<file path="config.mk">
export PLATFORM = sky130hd
export DESIGN_NAME = chunk_tag_locator
export DESIGN_NICKNAME = d
export VERILOG_FILES = /design/src/hdl/ctl_pkg.sv /design/src/hdl/chunk_tag_locator.sv
export SDC_FILE = /design/constraint.sdc
export NUM_CORES = 1
export LEC_CHECK = 0
export BUFFER_PORTS_ARGS = -buffer_cell sky130_fd_sc_hd__buf_2
export CAP_MARGIN = 10
export CORE_MARGIN = 2
export CORE_UTILIZATION = 40
export CTS_CLUSTER_DIAMETER = 100
export CTS_CLUSTER_SIZE = 25
export DETAILED_ROUTE_END_ITERATION = 16
export GPL_ROUTABILITY_DRIVEN = 0
export REMOVE_ABC_BUFFERS = 1
export SLEW_MARGIN = 0
export SYNTH_ARGS = -nofsm -noshare
export SYNTH_HDL_FRONTEND = slang
export SYNTH_SLANG_ARGS = --single-unit
</file>
<file path="constraint.sdc">
create_clock -name clk -period 5.9 [get_ports clk]
set_clock_uncertainty 0.15 [all_clocks]
set_input_delay 0.885 -clock clk [delete_from_list [all_inputs] [get_ports clk]]
set_output_delay 0.885 -clock clk [all_outputs]
set_load 0.005 [all_outputs]
</file>
<file path="src/hdl/ctl_pkg.sv">
// Package for the chunk tag locator: phase codes, register indexes
// and header constants. No dependencies.
`default_nettype none

package ctl_pkg;

  localparam int OFFSET_BITS_DEF = 32;
  localparam int CFG_DATA_BITS   = 32;
  localparam int CFG_IDX_BITS    = 1;

  localparam logic [CFG_IDX_BITS-1:0] CFG_WANTED_TAG   = 1'b0;
  localparam logic [CFG_IDX_BITS-1:0] CFG_START_OFFSET = 1'b1;

  localparam logic [7:0] CHAR_A   = 8'h41;
  localparam logic [7:0] CHAR_Z   = 8'h5A;
  localparam logic [7:0] CHAR_TWO = 8'h32;

  // Header: four tag bytes, then four size bytes.
  localparam logic [3:0] HDR_TAG_BYTES = 4'd4;
  localparam logic [3:0] HDR_BYTES     = 4'd8;

  typedef enum logic [1:0] {
    PH_SEARCH = 2'd0,
    PH_HEADER = 2'd1,
    PH_SKIP   = 2'd2
  } phase_t;

  function automatic logic tag_char_ok(input logic [7:0] b);
    return ((b >= CHAR_A) && (b <= CHAR_Z)) || (b == CHAR_TWO);
  endfunction

endpackage

`default_nettype wire

</file>
<file path="src/hdl/chunk_tag_locator.sv">
// Chunk tag locator: walks an IFF-style chunk stream one word per cycle unless stalled.
// A result is computed from the word in the input stage and held in the result register.
// Throughput: one word per cycle unless stalled; the input stage and result register
// decouple the channels: input stalls only when a result meets a full, stalled output.
// Reset (synchronous, rst_n low) clears the registers, the walk state and both stages.
// Depends on ctl_pkg.
`default_nettype none

module chunk_tag_locator
  import ctl_pkg::*;
#(
  parameter int OFFSET_BITS = OFFSET_BITS_DEF
) (
  input  wire                      clk,
  input  wire                      rst_n,
  input  wire                      cfg_we,
  input  wire  [CFG_IDX_BITS-1:0]  cfg_index,
  input  wire  [CFG_DATA_BITS-1:0] cfg_wdata,
  input  wire                      in_valid,
  output logic                     in_stall,
  input  wire  [7:0]               in_data_byte,
  input  wire                      in_last_byte,
  output logic                     out_valid,
  input  wire                      out_stall,
  output logic                     out_found,
  output logic [31:0]              out_chunk_offset
);

  localparam int CMP_W = (OFFSET_BITS > 32) ? OFFSET_BITS : 32;

  logic [31:0]            wanted_tag_r;
  logic [31:0]            start_offset_r;

  logic                   s1_valid_r;
  logic [7:0]             s1_data_r;
  logic                   s1_last_r;

  logic [OFFSET_BITS-1:0] pos_r, pos_nxt;
  phase_t                 phase_r, phase_nxt;
  logic [31:0]            window_r, window_nxt;
  logic [2:0]             count_r, count_nxt;
  logic [31:0]            size_r, size_nxt;
  logic [31:0]            skip_r, skip_nxt;
  logic                   answered_r, answered_nxt;

  logic                   out_valid_r;
  logic                   out_found_r;
  logic [31:0]            out_offset_r;

  logic                   res_valid;
  logic                   res_found;
  logic [31:0]            res_offset;
  logic                   advance;
  logic                   tag_done;
  logic [3:0]             count_inc;
  logic [31:0]            skip_dec;
  logic [OFFSET_BITS-1:0] hdr_pos;
  logic                   past_start;

  always_ff @(posedge clk) begin
    if (!rst_n) begin
      wanted_tag_r   <= '0;
      start_offset_r <= '0;
    end else if (cfg_we) begin
      unique case (cfg_index)
        CFG_WANTED_TAG:   wanted_tag_r   <= cfg_wdata;
        CFG_START_OFFSET: start_offset_r <= cfg_wdata;
        default: ;
      endcase
    end
  end

  assign count_inc  = {1'b0, count_r} + 4'd1;
  assign skip_dec   = skip_r - 32'd1;
  assign hdr_pos    = pos_r - OFFSET_BITS'(3);
  assign past_start = CMP_W'(pos_r) >= CMP_W'(start_offset_r);

  // Walk step for the word in the input stage.
  always_comb begin
    pos_nxt      = pos_r;
    phase_nxt    = phase_r;
    window_nxt   = window_r;
    count_nxt    = count_r;
    size_nxt     = size_r;
    skip_nxt     = skip_r;
    answered_nxt = answered_r;
    tag_done     = 1'b0;
    res_valid    = 1'b0;
    res_found    = 1'b0;
    res_offset   = '0;

    if (!answered_r) begin
      unique case (phase_r)
        PH_SEARCH: begin
          window_nxt = {window_r[23:0], s1_data_r};
          if (past_start && tag_char_ok(s1_data_r)) begin
            if (count_inc >= HDR_TAG_BYTES) begin
              count_nxt = HDR_TAG_BYTES[2:0];
              size_nxt  = '0;
              phase_nxt = PH_HEADER;
              tag_done  = 1'b1;
            end else begin
              count_nxt = count_inc[2:0];
            end
          end else begin
            count_nxt = '0;
          end
        end
        PH_HEADER: begin
          if ({1'b0, count_r} < HDR_TAG_BYTES) begin
            window_nxt = {window_r[23:0], s1_data_r};
            count_nxt  = count_inc[2:0];
            tag_done   = (count_inc == HDR_TAG_BYTES);
          end else begin
            // Size is little-endian: byte k of the size field lands at bit 8k.
            size_nxt = size_r | (32'(s1_data_r) << {count_r[1:0], 3'b000});
            if (count_inc >= HDR_BYTES) begin
              skip_nxt  = size_nxt;
              size_nxt  = '0;
              count_nxt = '0;
              phase_nxt = (skip_nxt != '0) ? PH_SKIP : PH_HEADER;
            end else begin
              count_nxt = count_inc[2:0];
            end
          end
        end
        PH_SKIP: begin
          skip_nxt = skip_dec;
          if (skip_dec == '0) begin
            count_nxt = '0;
            phase_nxt = PH_HEADER;
          end
        end
        default: ;
      endcase

      if (tag_done && (window_nxt == wanted_tag_r)) begin
        answered_nxt = 1'b1;
        res_valid    = 1'b1;
        res_found    = 1'b1;
        res_offset   = 32'(hdr_pos);
      end
    end

    if (s1_last_r) begin
      if (!answered_nxt) begin
        res_valid = 1'b1;
      end
      // Drop all walk state so the next word starts a new stream.
      pos_nxt      = '0;
      phase_nxt    = PH_SEARCH;
      window_nxt   = '0;
      count_nxt    = '0;
      size_nxt     = '0;
      skip_nxt     = '0;
      answered_nxt = 1'b0;
    end else if (pos_r != '1) begin
      pos_nxt = pos_r + OFFSET_BITS'(1);
    end
  end

  // Advance the input stage unless its result has nowhere to go.
  assign advance  = s1_valid_r && (!res_valid || !out_valid_r || !out_stall);
  assign in_stall = s1_valid_r && !advance;

  always_ff @(posedge clk) begin
    if (!rst_n) begin
      s1_valid_r <= 1'b0;
    end else if (in_valid && !in_stall) begin
      s1_valid_r <= 1'b1;
    end else if (advance) begin
      s1_valid_r <= 1'b0;
    end
  end

  always_ff @(posedge clk) begin
    if (in_valid && !in_stall) begin
      s1_data_r <= in_data_byte;
      s1_last_r <= in_last_byte;
    end
  end

  always_ff @(posedge clk) begin
    if (!rst_n) begin
      pos_r      <= '0;
      phase_r    <= PH_SEARCH;
      window_r   <= '0;
      count_r    <= '0;
      size_r     <= '0;
      skip_r     <= '0;
      answered_r <= 1'b0;
    end else if (advance) begin
      pos_r      <= pos_nxt;
      phase_r    <= phase_nxt;
      window_r   <= window_nxt;
      count_r    <= count_nxt;
      size_r     <= size_nxt;
      skip_r     <= skip_nxt;
      answered_r <= answered_nxt;
    end
  end

  always_ff @(posedge clk) begin
    if (!rst_n) begin
      out_valid_r <= 1'b0;
    end else if (advance && res_valid) begin
      out_valid_r <= 1'b1;
    end else if (!out_stall) begin
      out_valid_r <= 1'b0;
    end
  end

  always_ff @(posedge clk) begin
    if (advance && res_valid) begin
      out_found_r  <= res_found;
      out_offset_r <= res_offset;
    end
  end

  assign out_valid        = out_valid_r;
  assign out_found        = out_found_r;
  assign out_chunk_offset = out_offset_r;

endmodule

`default_nettype wire

</file>
* After elaboration in Yosys (flattened, before gate mapping)
Cells that the tools add are included.
Storage, ports and cells: flip-flop bits (word level) 242, word-level logic and storage cells 125
Cells by class: $lt $le $gt $ge 6, add/sub/neg operators 4, mux-type cells 51, bitwise operators 3, reduce and logical (&&, ||, !) cells 32, shift-type cells 1, equal/unequal tests 13
Operators by type and width (number):
- $mux W32 | 16
- $pmux W32 S2 | 3
- $add A32 B1 Y32 const B | 1
- $eq A32 B32 Y1 | 1
- $ge A32 B32 Y1 | 1
- $logic_not A32 Y1 | 1
- $ne A32 B32 Y1 const B | 1
- $or A32 B32 Y32 | 1
- $reduce_bool A32 Y1 | 1
- $shl A8 B5 Y32 | 1
- $sub A32 B1 Y32 const B | 1
- $sub A32 B2 Y32 const B | 1
- $mux W3 | 7
- $mux W2 | 8
- $ne A3 B3 Y1 const B | 5
- $mux W1 | 14
- $pmux W3 S3 | 1
- $eq A8 B6 Y1 const B | 1
- $ge A8 B7 Y1 const B | 1
- $le A8 B7 Y1 const B | 1
- $reduce_and A2 Y1 | 4
- $reduce_and A8 Y1 | 1
- $logic_and A1 B1 Y1 | 7
- $pmux W2 S3 | 1
- other kinds (21) | 30

* Logic depth before layout (Yosys ltp)
depth in word-level cells 21, depth in mapped cells 18, depth with buffers taken out 11

* Least setup slack after synthesis
OpenSTA, ideal clock, no wires.
path type reg2reg, start point reg start_offset_r[13], end point reg out_offset_r[0], in the netlist out_chunk_offset[0] (enable), slack 1.542 ns, clock period less this slack 4.358 ns, arrival 3.773 ns, path buffers 0, stages on the path, launching flop included 11, data required time 5.316 ns, cells stage by stage dfxtp_1 inv_1 ha_1 nand4_1 nor3_1 or4b_1 a31oi_1 a21oi_1 and4bb_1 o211ai_1 a21oi_1
Between the ends: longest elaborated chain between the ends 15, elaborated cells between the ends (all ways) 16, those cells by class order compare (1); mux (8); reduce/logical (7)
Ends and longest elaborated chain:
- start, declared | line chunk_tag_locator.sv:32 | logic [31:0] start_offset_r;
- start signal, assigned | line chunk_tag_locator.sv:67 | CFG_START_OFFSET: start_offset_r <= cfg_wdata;
- $ge A32 B32 Y1 * | line chunk_tag_locator.sv:76 | assign past_start = CMP_W'(pos_r) >= CMP_W'(start_offset_r);
- $logic_and A1 B1 Y1 * | line chunk_tag_locator.sv:96 | if (past_start && tag_char_ok(s1_data_r)) begin
- $mux W1 * | line chunk_tag_locator.sv:96
- $pmux W1 S2 * | line chunk_tag_locator.sv:93 | unique case (phase_r)
- $mux W1 * | line chunk_tag_locator.sv:92 | if (!answered_r) begin
- $logic_and A1 B1 Y1 * | line chunk_tag_locator.sv:137 | if (tag_done && (window_nxt == wanted_tag_r)) begin
- $mux W1 * | line chunk_tag_locator.sv:137
- $mux W1 | line chunk_tag_locator.sv:92
- $mux W1 | line chunk_tag_locator.sv:146 | if (!answered_nxt) begin
- $mux W1 * | line chunk_tag_locator.sv:145 | if (s1_last_r) begin
- $logic_not A1 Y1 | line chunk_tag_locator.sv:163 | assign advance = s1_valid_r && (!res_valid || !out_valid_r || !out_stall);
- $logic_or A1 B1 Y1 (2 in series) | line chunk_tag_locator.sv:163
- $logic_and A1 B1 Y1 | line chunk_tag_locator.sv:163
- $logic_and A1 B1 Y1 * | line chunk_tag_locator.sv:214 | if (advance && res_valid) begin
- end signal, assigned | line chunk_tag_locator.sv:216 | out_offset_r <= res_offset;
- end, declared | line chunk_tag_locator.sv:48 | logic [31:0] out_offset_r;
Every way passes the cells marked *; elsewhere a longest branch is shown, timed or not. The select of a mux whose other input is x is not followed. A chain may end at the register's enable or synchronous reset.

* Final worst setup path
start point reg phase_r[1], end point out in_stall
Between the ends: longest elaborated chain between the ends 15, elaborated cells between the ends (all ways) 19, those cells by class eq/ne (2); mux (9); reduce/logical (8)
Ends and longest elaborated chain:
- start, declared | line chunk_tag_locator.sv:39 | phase_t phase_r, phase_nxt;
- start signal, assigned | line chunk_tag_locator.sv:194 | phase_r <= phase_nxt;
- $eq A2 B1 Y1 / $logic_not A2 Y1 (equally long branches) | line chunk_tag_locator.sv:93
- $pmux W32 S2 | line chunk_tag_locator.sv:93
- $mux W32 | line chunk_tag_locator.sv:92
- $eq A32 B32 Y1 | line chunk_tag_locator.sv:137
- $logic_and A1 B1 Y1 * | line chunk_tag_locator.sv:137
- $mux W1 * | line chunk_tag_locator.sv:137
- $mux W1 | line chunk_tag_locator.sv:92
- $mux W1 | line chunk_tag_locator.sv:146
- $mux W1 * | line chunk_tag_locator.sv:145
- $logic_not A1 Y1 * | line chunk_tag_locator.sv:163
- $logic_or A1 B1 Y1 * (2 in series) | line chunk_tag_locator.sv:163
- $logic_and A1 B1 Y1 * | line chunk_tag_locator.sv:163
- $logic_not A1 Y1 * | line chunk_tag_locator.sv:164 | assign in_stall = s1_valid_r && !advance;
- $logic_and A1 B1 Y1 * | line chunk_tag_locator.sv:164
- end, declared | line chunk_tag_locator.sv:20 | output logic in_stall,
Marked as above.

==> results.toml <==
[outcome]
status = "finished, final reports clean"

[timing]
hold_viol_final = 0
maxSlewViolCount = 0
setup_ws_ps = 354
period_share_pct = 94.0
hold_slack_ps = 309
tightest_slew_ps = 1200
tns_ps = 0
fmax_ghz = 0.180
rsz0062_at_grt = "no"
relSlewSlack_pct = 19.9
fin_crit_ps = 5550
setup_viol = 0

[critical_path]
crit_path_frequent_cell = "buf_4"
ff2ff_setup_slack_ps = 1060
ff2ff_path_depth = 11
worstPathRequired_ps = 4870
critPathMaxFanout = 35
path_class = "flop to primary output"
cp_cell_sequence = "inv_1 -> ha_1 -> nand2b_1 -> buf_4 -> nand3_1 -> and3_1 -> nor4b_1 -> nand4_1 -> and4bb_1 -> o21ai_1 -> buf_4 -> nor2_1 -> buf_2"
end_kind = "primary output"
critPathMaxStageDelay_ps = 870
crit_arrival_ps = 4510
cp-start-kind = "flop"
worst_r2r_endpoint = "out_chunk_offset[20]"
cp_slowest_cell = "nand2b_1"
r2r-start = "phase_r[1]"

[floorplan]
fp-row-count = 67
core_mm2 = 0.0336
die-area_mm2 = 0.0358
start_util_pct = 40.8
io_pins = 82
die_w_um = 189
fp.dieH_um = 189

[grt]
grt_pass1_vias = 11800
antenna_found_initial = 0
grt_overflow_total = 0
grtUsageTotal_pct = 22.9
grt_max_degree = 85
grt_pass1_wl_mm = 66.5

[yosys]
syn_avg_cell_area_um2 = 7.99
yosysTopAreaCell = "dfxtp_1"
yosys.area.top_type_share_pct = 29.2
async_flop_share_pct = 0
synth_top_family_by_area = "simple AND/OR/NAND/NOR gates"
synth_seq_cells = 242
synth_cells = 1718
synth_cell_types = 90
ys_seq_area_share_pct = 38.4
synth_edf_count = 42
ys_warn_count = 0
synth_area_leaders = "dfxtp_1 (29%), edfxtp_1 (9.2%), a21oi_1 (7.1%)"
synth_xor_area_share_pct = 2.49
synth.cell_area_mm2 = 0.0137
synthSimpleGateAreaFrac_pct = 24.9
synth_flop_cell = "dfxtp_1"
synthMuxAreaShare_pct = 0.365
synth_compound_area_share_pct = 23.8
synth_fa_ha_area_share_pct = 3.56

[cells_and_area]
fillCellCount = 3388
fin_util_pct = 43.7
layout-drive-gt1-share_pct = 8.83
fin_cells = 2147
layout.nets = 1778
syn_to_final_growth_pct = 7.08
diodes = 0

[clocking]
cts_made_buffers = 14
cts_setup_buffers = 0
cts_sinks = 242
postCtsHoldBufs = 0
clk_latency_ps = 510
cts_tree = "done"
cts.clk_slew.worst_paths_ps = 100
cts_resized = 0
h-tree-depth = 1
root_buffer = "clkbuf_16"
cts_max_path_buffers = 3

[min_path]
hold_start = "start_offset_r[28]"
hold_end = "start_offset_r[28]"
whs_path_depth = 2
hold_class = "flop to flop"

[route]
ant_nets = 0
routed-via-count = 13000
post-route-drc-count = 0
vias_per_cell = 6.07
totalWireLength_mm = 41.4
wire_per_inst_um = 19.3
drtIter0Drc = 1352
drtPass1Iterations = 6

[flow_run]
cap_violations = 0

[pwr]
power.leakage_nw = 5.28
power_density_mw_per_mm2 = 216
ir_drop_uv = 147

[placement]
dp_cells = 2123
pre_cts_slack_ps = 1020
portBuffers = 81
dp_hpwl_mm = 29.6
per-stage QoR:
stage,power (mW),area [um2]
floorplan,1.99,13100
global placement,2.11,14200
detailed placement,2.12,14200
CTS,3.20,14700
global route,3.30,14700
finish,3.18,14700
critical path, delay by kind of cell, from the launching register on:
kind / cells / cell delay [ps]
and+or+nand+nor: 7 / 2430
buffers and inverters: 4 / 800
adders and majority gates: 1 / 320
AOI/OAI and AO/OA: 1 / 80
DFF: 1 / 350
how the worst max path moves through the flow:
stage                           from          end  depth (start not counted)
after global placement    phase_r[1]     in_stall                         13
after global routing      phase_r[1]     in_stall                         13
after detailed placement  phase_r[1]     in_stall                         13
after floorplan           phase_r[0]  window_r[0]                         11
after CTS                 phase_r[1]     in_stall                         13
final                     phase_r[1]     in_stall                         13
power breakdown:
part / total, mW / switching (mW) / leakage [nW] / internal, mW
Combinational: 0.328 / 0.216 / 3.04 / 0.113
Clock: 1.09 / 0.581 / 0.220 / 0.507
Sequential: 1.76 / 0.0469 / 2.02 / 1.71
final cells by class:
cell class | instances | area [um2] | share of cell area [%]
Multi-Input combinational cell | 1263 | 7580 | 51.6
Tap cell | 448 | 561 | 3.82
Clock inverter | 3 | 37.5 | 0.255
Inverter | 72 | 270 | 1.84
Sequential cell | 242 | 5270 | 35.8
Timing Repair Buffer | 99 | 561 | 3.82
Clock buffer | 20 | 415 | 2.83
cell usage in the layout (no fill, tap or decap), drive strengths merged, types with 6 or more instances in the layout:
| master | n |
|---|---|
| a211oi | 21 |
| a21oi | 196 |
| a22o | 35 |
| a22oi | 7 |
| a31oi | 39 |
| a32oi | 6 |
| and3 | 22 |
| buf | 99 |
| clkbuf | 20 |
| dfxtp | 200 |
| edfxtp | 42 |
| ha | 39 |
| inv | 72 |
| nand2 | 216 |
| nand2b | 11 |
| nand3 | 48 |
| nand4 | 46 |
| nor2 | 121 |
| nor2b | 11 |
| nor3 | 41 |
| nor4 | 32 |
| nor4b | 8 |
| o211ai | 16 |
| o21a | 10 |
| o21ai | 92 |
| o221ai | 7 |
| o31ai | 17 |
| o41ai | 7 |
| or2 | 6 |
| or3 | 40 |
| or4 | 28 |
| xnor2 | 30 |
| xor2 | 9 |
logic make-up (layout without fill, tap and decap cells):
group / after synthesis / in the layout
and+or+nand+nor: 664 / 664
AOI/OAI and AO/OA: 516 / 516
DFF: 242 / 242
buffers and inverters: 213 / 194
adders and majority gates: 39 / 39
xor gates and xnor gates: 39 / 39
muxes: 5 / 5
synth_stat cells, drive strengths merged (5+ instances only):
cell type	count
nor4b	8
xnor2	30
nand4	46
a2111oi	5
dfxtp	200
a211oi	21
nand4b	5
nor2	121
a32oi	6
nand3	48
or4	28
o21a	10
o31ai	17
nand2	216
nand2b	11
nor4	32
a21oi	196
edfxtp	42
inv	72
clkbuf	102
nor3	41
a311oi	5
mux2i	5
a31oi	39
and3	22
o2111ai	5
o211a	5
a21o	5
ha	39
o221ai	7
nor2b	11
o21ai	92
xor2	9
a22oi	7
buf	39
o41ai	7
a22o	35
or3	40
or2	6
or4b	5
o211ai	16
metal layers:
metal	vias to the layer above	track usage, %	share of wire, %
met2	519	34.6	43
met5	-	0	0
met1	6146	33.5	47
met3	92	3.11	7.3
met4	0	7.24	3.2
li1	6267	-	-
state kept, by name (all words and copies together) (netlist names), 8 cells and up:
register,cells
start_offset_r,32
size_r,32
s1_data_r,8
pos_r,32
skip_r,32
window_r,32
out_chunk_offset,32
wanted_tag_r,32
No activity file was read; power rests on OpenSTA's default activity.
